<file path="src/rtl/kbpt_pkg.sv">
// Shared types and constants for the box pruning test pipeline.
`timescale 1ns / 1ps

package kbpt_pkg;

    // width of each packed coordinate port
    localparam int IN_WIDTH = 48;

    // per-stage advance enables, driven by the top level
    typedef struct packed {
        logic op;    // operand stage (difference, corner select, clamp)
        logic prod;  // product stage
        logic sum;   // lane merge (sums)
        logic flag;  // compare and output word
    } pipe_en_t;

endpackage

</file>
<file path="src/rtl/kbpt_lane.sv">
// One dimension lane: difference, corner select, clamp and the two fixed-point products.
`timescale 1ns / 1ps

module kbpt_lane
    import kbpt_pkg::*;
#(
    parameter int COORD_WIDTH   = 16,
    parameter int EXT_WIDTH     = 32,
    parameter int MUL_INT_BITS  = 13,
    parameter int MUL_FRAC_BITS = 4
)
(
    input  logic                   clk,
    input  pipe_en_t               en,
    input  logic [COORD_WIDTH-1:0] closest,
    input  logic [COORD_WIDTH-1:0] cand,
    input  logic [COORD_WIDTH-1:0] lo,
    input  logic [COORD_WIDTH-1:0] hi,
    output logic [EXT_WIDTH-1:0]   term_a,
    output logic [EXT_WIDTH-1:0]   term_b
);

    // differences of two coordinates never need more than one extra bit
    localparam int DW  = COORD_WIDTH + 1;
    localparam int MB  = MUL_INT_BITS + MUL_FRAC_BITS;
    localparam int OPW = (MB < DW) ? MB : DW;
    localparam int PRW = 2 * OPW;
    localparam int WW  = PRW + EXT_WIDTH;
    localparam logic signed [DW-1:0] OP_MAX = DW'((64'sd1 <<< (OPW - 1)) - 64'sd1);
    localparam logic signed [DW-1:0] OP_MIN = ~OP_MAX;

    logic signed [DW-1:0]  cl_x, ca_x, lo_x, hi_x;
    logic signed [DW-1:0]  c, corner, diff;
    logic                  pos;
    logic signed [OPW-1:0] c_op_reg, c_op_next, d_op_reg, d_op_next;
    logic signed [PRW-1:0] pa_reg, pa_next, pb_reg, pb_next;
    logic signed [WW-1:0]  wa, wb, sa, sb;

    function automatic logic signed [OPW-1:0] clamp_op(input logic signed [DW-1:0] v);
        logic signed [DW-1:0] r;
        if (v > OP_MAX)
            r = OP_MAX;
        else if (v < OP_MIN)
            r = OP_MIN;
        else
            r = v;
        return r[OPW-1:0];
    endfunction

    assign cl_x = {closest[COORD_WIDTH-1], closest};
    assign ca_x = {cand[COORD_WIDTH-1], cand};
    assign lo_x = {lo[COORD_WIDTH-1], lo};
    assign hi_x = {hi[COORD_WIDTH-1], hi};

    assign c      = ca_x - cl_x;
    assign pos    = !c[DW-1] && (c != '0);
    assign corner = pos ? hi_x : lo_x;
    assign diff   = corner - cl_x;

    assign c_op_next = clamp_op(c);
    assign d_op_next = clamp_op(diff);
    assign pa_next   = PRW'(c_op_reg) * PRW'(c_op_reg);
    assign pb_next   = PRW'(d_op_reg) * PRW'(c_op_reg);

    always_ff @(posedge clk)
    begin
        if (en.op)
        begin
            c_op_reg <= c_op_next;
            d_op_reg <= d_op_next;
        end
        if (en.prod)
        begin
            pa_reg <= pa_next;
            pb_reg <= pb_next;
        end
    end

    // drop the fraction bits, then truncate or sign-extend to the sum width
    assign wa = WW'(pa_reg);
    assign wb = WW'(pb_reg);
    assign sa = wa >>> MUL_FRAC_BITS;
    assign sb = wb >>> MUL_FRAC_BITS;

    assign term_a = sa[EXT_WIDTH-1:0];
    assign term_b = sb[EXT_WIDTH-1:0];

endmodule

</file>
<file path="config.mk">
export PLATFORM = sky130hd
export DESIGN_NAME = kbpt_lane
export DESIGN_NICKNAME = d
export VERILOG_FILES = /design/src/rtl/kbpt_pkg.sv /design/src/rtl/kbpt_lane.sv
export SDC_FILE = /design/constraint.sdc
export NUM_CORES = 2
export LEC_CHECK = 0
export BUFFER_PORTS_ARGS = -buffer_cell sky130_fd_sc_hd__buf_2
export CAP_MARGIN = 20
export CORE_UTILIZATION = 59
export CTS_CLUSTER_DIAMETER = 150
export CTS_CLUSTER_SIZE = 25
export DETAILED_ROUTE_END_ITERATION = 8
export GPL_TIMING_DRIVEN = 1
export HOLD_SLACK_MARGIN = 0.08
export PLACE_DENSITY_LB_ADDON = 0.1
export SYNTH_ARGS = -nofsm -noshare
export SYNTH_HDL_FRONTEND = slang
export SYNTH_SLANG_ARGS = --single-unit
</file>
<file path="constraint.sdc">
create_clock -name clk -period 6 [get_ports clk]
set_clock_uncertainty 0.1 [all_clocks]
set_input_delay 0.6 -clock clk [delete_from_list [all_inputs] [get_ports clk]]
set_output_delay 0.6 -clock clk [all_outputs]
set_load 0.05 [all_outputs]
</file>
==> results.md <==
* Register area share after synthesis at 0.113
* Synthesized area at 24900 um^2
* Worst EP required at 6.05 ns
* Post-route setup slack at -0.385 ns
* FILL cells at 2880
* DRT antenna net count at 0
* Fmax at 0.157 GHz
* Min-Delay Endpoint: c_op_reg[0]
* Rows at 74
* FF-to-FF path depth at 21
* Grt ovf at 0
* CTS clk-pin slew, worst paths at 0.08 ns
* Relative slew slack at 0.373
* Syn. warnings at 0
* FF-to-FF End: pb_reg[33]
* Hold WC Path Type: in2reg
* First-pass GRT wire length at 98100 um
* FF+latch count, synth at 94
* Largest cells by area after synthesis: fa_1, edfxtp_1, ha_1
* Worst-margin pin slew at 0.940 ns
* DR vias/cell at 5.23
* Crit path top cell by count: fa_1
* Routed len/inst at 16.6 um
* Antenna diodes at 0
* H-tree depth at 3
* Final worst path period share at 1.06
* Asr flop ratio synth at 0
* Total CTS buffers at 9
* Post-synth top area cell: fa_1
* Slowest-stage cell, CP: fa_2
* Synth top area share at 0.459
* DIE WIDTH at 207 um
* Endpoint class of the critical path: register
* DRC at 0
* CTS tree: yes
* NumNets Final at 3844
* Max-slew violations at 0
* Share of layout cells above drive strength 1 at 0.257
* RR Startpoint: c_op_reg[12]
* Hold Crit Depth at 4
* Iter 0 DRT Violations at 893
* Slowest stage delay, CP at 0.58 ns
* Post-Syn Instances at 2509
* Largest net degree at the start of global routing at 61
* HP Start: cand[0]
* Die Ht at 207 um
* Routed WL at 58800 um
* Area Growth Syn to Fin at 23.7%
* Post-placement cell count at 3457
* CP max FO at 4
* Starting density of the core at 0.604
* Status: finished, violations left
* Mapped Avg Cell Area at 9.92 um^2
* Number of synthesized flops with an enable pin at 94
* RSZ-0062 raised after global routing: true
* Placer Congestion at 0.912
* Failing checks: negative setup slack
* WP data arrival at 6.43 ns
* Final Hold Viols at 0
* Num ports at 133
* Main synth FF type: edfxtp_1
* Gr usage total at 0.288
* Vias at 18500
* CP Launch Type: register
* CP cell instances: buf_6 > buf_4 > and2_1 > fa_1 > inv_1 > fa_1 > fa_1 > fa_1 > inv_1 > fa_2 > fa_1 > ha_4 > and3_4 > o211ai_1 > and2_4 > a211o_4 > a31oi_4 > nand2_2 > o31ai_4 > o41a_1 > xnor2_1
* Max Cap Viol at 0
* Root buf cell: clkbuf_16
* CTS sink count at 94
* Yosys cell types at 56
* Final setup vio count at 23
* Die area at 43000 um^2
* DP HPWL at 48000 um
* Initial antenna violation count at 0
* Crit Path Class: reg2reg
* Total nets after synthesis at 3348
* Core Area at 41200 um^2
* R2r setup slk at -0.39 ns
* Tmin final at 6.39 ns
* Layout Cells excl Fill at 3542
* Vias in the first global route at 20800
* Skew-Pair Late Insertion Delay at 0.41 ns
* Drt pass-1 iters at 5
* Clk buf depth at 2
* Buffers on Ports at 130
[stage by stage]
step / hold slack, ns / TNS [ns] / cell area [um^2] / utilization / setup WS, ns
final: 0.602 / -4.42 / 30800 / 0.747 / -0.385
after CTS: 0.576 / -4.15 / 29700 / 0.722 / -0.356
after detailed placement: 1.01 / -11.28 / 29000 / 0.703 / -0.641
after floorplan: 0.612 / -0.0376 / 25200 / - / -0.0376
after global routing: 0.632 / -9.77 / 30800 / 0.747 / -0.563
after global placement: 0.997 / -8.59 / 29000 / 0.703 / -0.486
[placed cells by master (no fill, tap or decap), drive strengths merged, types with 7 or more instances in the layout]
cell type | synthesis | layout
a211oi | 7 | 7
a21o | 33 | 33
a21oi | 56 | 56
and2 | 197 | 197
buf | 5 | 561
clkbuf | 74 | 12
edfxtp | 94 | 94
fa | 570 | 570
ha | 200 | 200
inv | 655 | 656
mux2 | 17 | 17
nand2 | 225 | 225
nand2b | 28 | 28
nand3 | 9 | 9
nor2 | 78 | 78
nor2b | 14 | 14
nor3 | 17 | 17
o21a | 10 | 10
o21ai | 35 | 35
o21bai | 11 | 11
xnor2 | 75 | 75
xor2 | 25 | 25
[layout make-up]
| class | instances | area [um^2] | share of cell area |
|---|---|---|---|
| Clock inverter | 7 | 80.1 | 0.00260 |
| Timing Repair Buffer | 564 | 4400 | 0.143 |
| Multi-Input combinational cell | 1681 | 20100 | 0.653 |
| Tap cell | 532 | 666 | 0.0216 |
| Clock buffer | 9 | 225 | 0.00732 |
| Sequential cell | 94 | 2820 | 0.0917 |
| Inverter | 655 | 2480 | 0.0806 |
[worst max-delay path, delay by kind of cell, from the launching register on]
kind,cells,cell delay (ns)
buf+inv,4,0.40
flops,1,0.51
fa+ha+maj,7,3.33
simple gates,4,0.65
compound gates,5,1.07
xor+xnor,1,0.07
[worst max path at each step]
| stage | to | slack (ns) | startpoint | depth (start not counted) |
|---|---|---|---|---|
| after floorplan | pb_reg[33] | -0.04 | c_op_reg[7] | 22 |
| after global routing | pb_reg[33] | -0.56 | d_op_reg[6] | 22 |
| after CTS | pb_reg[33] | -0.36 | c_op_reg[5] | 23 |
| after detailed placement | pb_reg[33] | -0.64 | c_op_reg[3] | 22 |
| final | pb_reg[33] | -0.39 | c_op_reg[12] | 21 |
| after global placement | pb_reg[33] | -0.49 | c_op_reg[3] | 22 |
[routing by layer]
metal  vias up  part of all wire  GRT usage
met1      9527              0.39      0.342
li1       8463                 -          -
met3       141             0.032     0.0297
met4         0             0.042      0.130
met5         -                 0          0
met2       409              0.54      0.527
[timing repair]
| item | 4_1_cts | 5_1_grt |
|---|---|---|
| endpoints found under the setup margin | 31 | 38 |
| gates cloned | 0 | 4 |
| pin swaps | 51 | 83 |
| buffers inserted | 23 | 45 |
| hold buffers | 0 | 0 |
| resized for setup | 84 | 171 |
[kinds of logic (layout without fill, tap and decap cells)]
family | count (synthesis) | in the layout | share of synthesized area
adder cells (fa/ha/maj) | 770 | 770 | 0.559
buffers and inverters | 734 | 1235 | 0.112
AND/OR/NAND/NOR | 600 | 600 | 0.120
AO/OA/AOI/OAI | 192 | 192 | 0.0503
XOR/XNOR | 100 | 100 | 0.0352
flip-flops | 94 | 94 | 0.113
multiplexers | 19 | 19 | 0.00985
[cells in the mapped netlist (7+ instances only)]
library cell / n
inv_1: 655
fa_1: 570
nand2_1: 225
ha_1: 200
and2_1: 196
edfxtp_1: 94
nor2_1: 78
xnor2_1: 75
clkbuf_1: 74
a21oi_1: 56
o21ai_0: 35
a21o_1: 33
nand2b_1: 28
xor2_1: 25
nor3_1: 17
nor2b_1: 14
o21bai_1: 11
o21a_1: 10
mux2_4: 9
nand3_1: 9
mux2_2: 8
a211oi_1: 7
Power is left out: the tool's default activity adds up to more than one toggle a clock period on the data nets, which glitch-free logic cannot reach.
