File: config.mk
export PLATFORM = sky130hd
export DESIGN_NAME = kbpt_merge
export DESIGN_NICKNAME = d
export VERILOG_FILES = /design/src/rtl/kbpt_pkg.sv /design/src/rtl/kbpt_merge.sv
export SDC_FILE = /design/constraint.sdc
export NUM_CORES = 1
export LEC_CHECK = 0
export ABC_AREA = 1
export CAP_MARGIN = 5
export CELL_PAD_IN_SITES_DETAIL_PLACEMENT = 0
export CELL_PAD_IN_SITES_GLOBAL_PLACEMENT = 1
export CORE_ASPECT_RATIO = 0.9
export CORE_UTILIZATION = 53
export CTS_BUF_LIST = sky130_fd_sc_hd__clkbuf_4 sky130_fd_sc_hd__clkbuf_8
export DETAILED_ROUTE_END_ITERATION = 6
export DONT_BUFFER_PORTS = 1
export GPL_TIMING_DRIVEN = 1
export PLACE_DENSITY_LB_ADDON = 0.2
export SKIP_LAST_GASP = 1
export SYNTH_ARGS = -nofsm -noshare
export SYNTH_HDL_FRONTEND = slang
export SYNTH_SLANG_ARGS = --single-unit
File: constraint.sdc
create_clock -name clk -period 5.25 [get_ports clk]
set_input_delay 0.525 -clock clk [delete_from_list [all_inputs] [get_ports clk]]
set_output_delay 0.525 -clock clk [all_outputs]
set_load 0.005 [all_outputs]
File: src/rtl/kbpt_pkg.sv
// Shared types and constants for the box pruning test pipeline.
`timescale 1ns / 1ps

package kbpt_pkg;

    // width of each packed coordinate port
    localparam int IN_WIDTH = 48;

    // per-stage advance enables, driven by the top level
    typedef struct packed {
        logic op;    // operand stage (difference, corner select, clamp)
        logic prod;  // product stage
        logic sum;   // lane merge (sums)
        logic flag;  // compare and output word
    } pipe_en_t;

endpackage

File: src/rtl/kbpt_merge.sv
// Merge stage: wrapping sums over the lanes and the signed distance compare.
`timescale 1ns / 1ps

module kbpt_merge
    import kbpt_pkg::*;
#(
    parameter int DIMS      = 3,
    parameter int EXT_WIDTH = 32
)
(
    input  logic                             clk,
    input  pipe_en_t                         en,
    input  logic [DIMS-1:0][EXT_WIDTH-1:0]   term_a,
    input  logic [DIMS-1:0][EXT_WIDTH-1:0]   term_b,
    output logic                             too_far
);

    logic [EXT_WIDTH-1:0] sum_a_reg, sum_a_next, sum_b_reg, sum_b_next;
    logic [EXT_WIDTH-1:0] dbl;
    logic                 flag_reg, flag_next;

    always_comb
    begin
        sum_a_next = '0;
        sum_b_next = '0;
        for (int d = 0; d < DIMS; d++)
        begin
            sum_a_next = sum_a_next + term_a[d];
            sum_b_next = sum_b_next + term_b[d];
        end
    end

    // doubling wraps: the top bit falls off
    assign dbl       = {sum_b_reg[EXT_WIDTH-2:0], 1'b0};
    assign flag_next = $signed(sum_a_reg) > $signed(dbl);

    always_ff @(posedge clk)
    begin
        if (en.sum)
        begin
            sum_a_reg <= sum_a_next;
            sum_b_reg <= sum_b_next;
        end
        if (en.flag)
        begin
            flag_reg <= flag_next;
        end
    end

    assign too_far = flag_reg;

endmodule

==> flow_summary.json, run 1 <==
{
  "status": "finished clean",
  "hold_slack_ns": 0.296,
  "crit_buf_inv": 1,
  "syn2layout_area_growth_pct": 4.96,
  "critical_path_arrival_ns": 2.54,
  "cp_common_cell": "nand2_1",
  "antenna_cells": 0,
  "skew_ns": 0.00469,
  "fp-row-count": 41,
  "die_h_microns": 118,
  "maxSlewHeadroom_pct": 77.0,
  "die_w_microns": 131,
  "largest_reg_flops": 32,
  "rr_endpoint": "too_far",
  "drc": 0,
  "powerDensity_nw_per_um2": 311,
  "root_buffer": "clkbuf_8",
  "min_path_cells": 0,
  "leakagePower_uw": 0.00399,
  "crit_fanout": 4,
  "grt_pass1_wl_microns": 27600,
  "synth.avg_cell_area_sq_um": 7.90,
  "worstSetupPathType": "in -> reg",
  "ant_nets": 0,
  "hold_viol": 0,
  "ir_drop_mv": 0.183,
  "worstSetupPathDepth": 12,
  "critPathLaunchType": "primary input",
  "die-area_sq_um": 15400,
  "routedWlPerCell_microns": 14.0,
  "dr.pass1.iters": 5,
  "grt_max_degree": 64,
  "port_buffers": 0,
  "post-route-period-util_pct": 46.7,
  "finalInstanceArea_sq_um": 8280,
  "cp.required_ns": 5.34,
  "crit_chain": "fa_1, ha_1, inv_1, fa_1, o21ai_2, nand2_1, nand2_2, nand2_1, nand2_2, nand2_1, nand4_1, nand2_1",
  "vias": 6359,
  "grt_overflow": 0,
  "dp_hpwl_microns": 14900,
  "cp_top_family": "adder cells",
  "crit_slowest_cell": "fa_1",
  "synth_area_sq_um": 7890,
  "cts.sinks": 64,
  "globalplace.congestion": 0.875,
  "worstHoldStart": "en[0]",
  "viasPerCell": 5.27,
  "slowest_delay_ns": 0.53,
  "period_minus_slack_ns": 2.45,
  "htreeDepth": 3,
  "placed_area_sq_um": 8130,
  "core_sq_um": 14300,
  "synth_fp_nets": 1349,
  "cts_buffers": 9,
  "postCtsResizedCells": 0,
  "grt_usage_pct": 23.0,
  "ys_seq_area_share_pct": 24.4,
  "worst_setup_path_end_kind": "flop",
  "postSynthCellCount": 999,
  "initial_utilization_pct": 55.3,
  "clockBufferDepth": 2,
  "r2r_slack_ns": 3.36,
  "synth-seq-cells": 64,
  "layout-drive-gt1-share_pct": 5.23,
  "r2r-start": "sum_a_reg[31]",
  "cts_tree": "yes",
  "yosysUniqueCellTypes": 33,
  "clkSlewWorstSetupHoldPaths_ns": 0.06,
  "tns_ns": 0,
  "r2r_cells": 10,
  "fin_nets": 1360,
  "fmax_mhz": 408,
  "finalWirelength_microns": 16900,
  "drt_iter0_markers": 437,
  "drv_slew": 0,
  "post-route-util_pct": 58.1,
  "yosysWarnings": 0,
  "grt_pass1_vias": 5919,
  "holdBufCountCts": 0,
  "setup_violations": 0,
  "io_pins": 198,
  "clock_latency_ns": 0.34,
  "rsz0062_at_grt": "false",
  "antenna_found_initial": 0,
  "hold_class": "in -> reg",
  "worst_pin_slew_ns": 0.341,
  "cts_setup_buffers": 0,
  "hold-path-endpoint": "too_far",
  "drv_cap": 0
}
-- area by class of cell --
cell class | count | area [sq um]
fill | 1417 | 5980
multi-input combinational | 781 | 5390
sequential | 64 | 1920
inverter | 154 | 578
tap | 193 | 241
clock buffer | 9 | 124
clock inverter | 5 | 26.3
-- worst reg2reg max path: cells and delay by family, from the launching register on --
| family | cells | cell delay (ns) |
|---|---|---|
| flops | 1 | 0.37 |
| simple gates | 9 | 0.90 |
| fa+ha+maj | 1 | 0.38 |
-- cells by family after synthesis --
group                    count (synthesis)  share of synthesized area [%]
AO/OA/AOI/OAI                          121                           8.61
XOR/XNOR                                36                           4.00
adder cells (fa/ha/maj)                153                           30.3
buffers and inverters                  154                           7.33
flip-flops                              64                           24.4
AND/OR/NAND/NOR                        471                           25.4
-- where the power goes --
| group | internal (uW) | switching [uW] | leakage, uW |
|---|---|---|---|
| Sequential | 769 | 43.5 | 0.000625 |
| Clock | 161 | 173 | 0.0000782 |
| Combinational | 540 | 891 | 0.00329 |
| Total | 1470 | 1110 | 0.00399 |
-- worst max path at each step --
stage / endpoint / from
2_1_floorplan: sum_b_reg[19] / term_b[1]
3_3_place_gp: sum_b_reg[27] / term_b[1]
3_5_place_dp: sum_b_reg[27] / term_b[1]
4_1_cts: sum_b_reg[27] / term_b[1]
5_1_grt: sum_b_reg[29] / term_b[1]
6_report: sum_b_reg[27] / term_b[1]
-- cell usage in the layout, fill, tap and decap left out, types with 2 or more instances in the layout --
cell type / count
a21o_1: 7
a21oi_1: 69
a21oi_2: 2
clkbuf_8: 9
clkinv_2: 3
edfxtp_1: 64
fa_1: 63
ha_1: 90
inv_1: 149
inv_2: 5
nand2_1: 275
nand2_2: 15
nand2_4: 2
nand3_1: 55
nand4_1: 10
nor2_1: 84
nor2_2: 7
nor3_1: 13
nor3_2: 3
nor4_2: 2
o21a_1: 8
o21ai_0: 21
o21ai_1: 4
o21bai_1: 6
xnor2_1: 7
xor2_1: 29
-- routing by layer --
layer  up-vias  routed length [microns]  GRT usage, %
li1       3269                        -             -
met1      2902                     8050          33.0
met2       174                     7870          36.8
met3        14                      841          3.68
met4         0                      112          3.59
met5         -                        0             0
-- Yosys cell counts (all sizes together) --
master	count	area [sq um]
nand3b	1	7.51
nor2	92	370
edfxtp	64	1920
nor4	2	25.0
nor3	16	95.1
o21bai	7	56.3
or2	1	6.26
xnor2	7	61.3
xor2	29	254
nand4	10	62.6
nand2	292	1150
a21oi	71	363
o21ai	26	134
a21o	7	52.6
a21boi	1	7.51
ha	90	1130
nor3b	1	7.51
o21a	8	60.1
inv	154	578
a31oi	1	6.26
and2	1	8.76
nand3	55	275
fa	63	1260
-- through the flow --
| step | cells | setup WS, ns | total power, uW |
|---|---|---|---|
| floorplan | 999 | 2.66 | 1910 |
| global placement | 1192 | 2.48 | 2220 |
| detailed placement | 1192 | 2.46 | 2250 |
| CTS | 1206 | 2.83 | 2600 |
| global route | 1206 | 2.65 | 2860 |
| finish | 1206 | 2.80 | 2580 |
(Power assumes the default switching activity.)
==> run 2, diff against run 1 <==
- CORE_UTILIZATION: 53 -> 49
- clock period: 5.25 -> 2.6 ns (I/O delays scaled with it)
==> flow_summary.json, run 2 (synthesis results as in run 1) <==
{
  "cts_tree": "yes",
  "multiInputGateArea_sq_um": 5390,
  "setup_violations": 0,
  "crit_slowest_cell": "fa_1",
  "final_cell_mix": "275 x nand2_1, 149 x inv_1, 90 x ha_1",
  "core_sq_um": 15500,
  "hold_viol": 0,
  "fp-row-count": 43,
  "antenna_found_initial": 0,
  "final_common_cell": "nand2_1",
  "status": "finished clean",
  "antenna_cells": 0,
  "tns_ns": 0,
  "drt_iter0_markers": 340,
  "cts.sinks": 64,
  "fmax_mhz": 457,
  "routedWlPerCell_microns": 13.8,
  "seqCellArea_sq_um": 1920,
  "initial_utilization_pct": 50.7,
  "drc": 0,
  "crit_fanout": 4,
  "powerDensity_nw_per_um2": 650,
  "hold_class": "in -> reg",
  "grt_overflow": 0,
  "finalWirelength_microns": 16800,
  "die-area_sq_um": 16600,
  "worst_pin_slew_ns": 0.349,
  "hold_slack_ns": 0.0300,
  "clkSlewWorstSetupHoldPaths_ns": 0.07,
  "syn2layout_area_growth_pct": 5.98,
  "critPathLaunchType": "primary input",
  "htreeDepth": 3,
  "worst_setup_path_end_kind": "flop",
  "period_minus_slack_ns": 2.19,
  "layout-drive-gt1-share_pct": 5.42,
  "critical_path_arrival_ns": 2.29,
  "postCtsResizedCells": 0,
  "clockBufferDepth": 2,
  "die_h_microns": 122,
  "post-route-period-util_pct": 84.1,
  "fill_cells": 1588,
  "crit_buf_inv": 1,
  "drv_slew": 0,
  "largest_reg_flops": 32,
  "cp_top_family": "adder cells",
  "vias": 6251,
  "io_pins": 198,
  "crit_chain": "fa_1, ha_1, inv_1, fa_1, o21ai_2, nand2_1, nand2_2, nand2_1, nand2_2, nand2_1, nand4_1, nand2_1",
  "viasPerCell": 5.14,
  "cts_buffers": 9,
  "skew_ns": 0.0109,
  "grt_max_degree": 64,
  "ant_nets": 0,
  "leakagePower_uw": 0.00402,
  "grt_pass1_vias": 5696,
  "globalplace.congestion": 0.847,
  "grt_usage_pct": 21.1,
  "port_buffers": 0,
  "die_w_microns": 136,
  "ir_drop_mv": 0.396,
  "drv_cap": 0,
  "slowest_delay_ns": 0.53,
  "clock_latency_ns": 0.34,
  "dp_hpwl_microns": 14700,
  "fin_nets": 1361,
  "rsz0062_at_grt": "false",
  "grt_pass1_wl_microns": 27300,
  "root_buffer": "clkbuf_8",
  "maxSlewHeadroom_pct": 76.5,
  "worstSetupPathType": "in -> reg",
  "cp.required_ns": 2.70,
  "dr.pass1.iters": 5,
  "r2r_slack_ns": 0.67,
  "cp_common_cell": "nand2_1"
}
-- run 2: cell count changes in the layout (fill, tap and decap cells not counted) --
cell,previous run,this run
bufinv_16,0,2
dlygate4sd3_1,0,1
clkinv_1,1,0
clkinv_2,3,2
clkinvlp_4,1,2
-- run 2: what timing repair did --
action / 4_1_cts / 5_1_grt
setup buffers: 0 / 0
hold buffers: 1 / 0
endpoints found under the hold margin: 1 / 0
-- run 2: area by class of cell --
type                       instances  area share (%)
inverter                         154            6.91
clock inverter                     6            1.02
tap                              202            3.02
multi-input combinational        781            64.5
sequential                        64            23.0
timing repair buffer               1           0.120
clock buffer                       9            1.48
-- run 2: per-layer routing --
metal | share of wire, % | track usage, % | routed length [microns] | vias to the layer above
met2 | 46 | 34.2 | 7790 | 156
met3 | 4.3 | 3.14 | 727 | 5
li1 | - | - | - | 3267
met1 | 49 | 30.4 | 8230 | 2823
met5 | 0 | 0 | 0 | -
met4 | 0.23 | 2.74 | 39 | 0
-- run 2: report_power, final --
group          internal, uW  leakage [uW]  total, uW  switching (uW)
logic                  1090       0.00329       2880            1790
registers              1550      0.000625       1640            90.1
clock network           531      0.000101        916             386
total                  3170       0.00402       5440            2270
-- run 2: through the flow --
step	power [uW]	setup WS, ns	instance area, sq um	utilization, %	cells
2_1_floorplan	3870	0.278	7890	-	999
3_3_place_gp	4510	0.117	8140	52.4	1201
3_5_place_dp	4560	0.0902	8140	52.4	1201
4_1_cts	5500	0.457	8360	53.8	1217
5_1_grt	6000	0.288	8360	53.8	1217
6_report	5440	0.413	8360	53.8	1217
-- run 2: worst register-to-register path, cell delays in order, from the launching register on --
cell and delay, ns:
edfxtp_1 0.39, ha_1 0.40, nand2_1 0.09, nor2_1 0.20, nand4_1 0.19, nor2_1 0.13, nand2_1 0.08, nand2_1 0.06
nand2_1 0.04, nand2_1 0.05, nor2_1 0.06
-- run 2: path summary, 6_finish.rpt --
check	from	end	cells past startpoint
setup / recovery	term_b[1]	sum_b_reg[27]	12
hold reg to reg	sum_a_reg[0]	too_far	4
hold / removal	en[1]	sum_b_reg[30]	0
setup reg to reg	sum_a_reg[31]	too_far	10
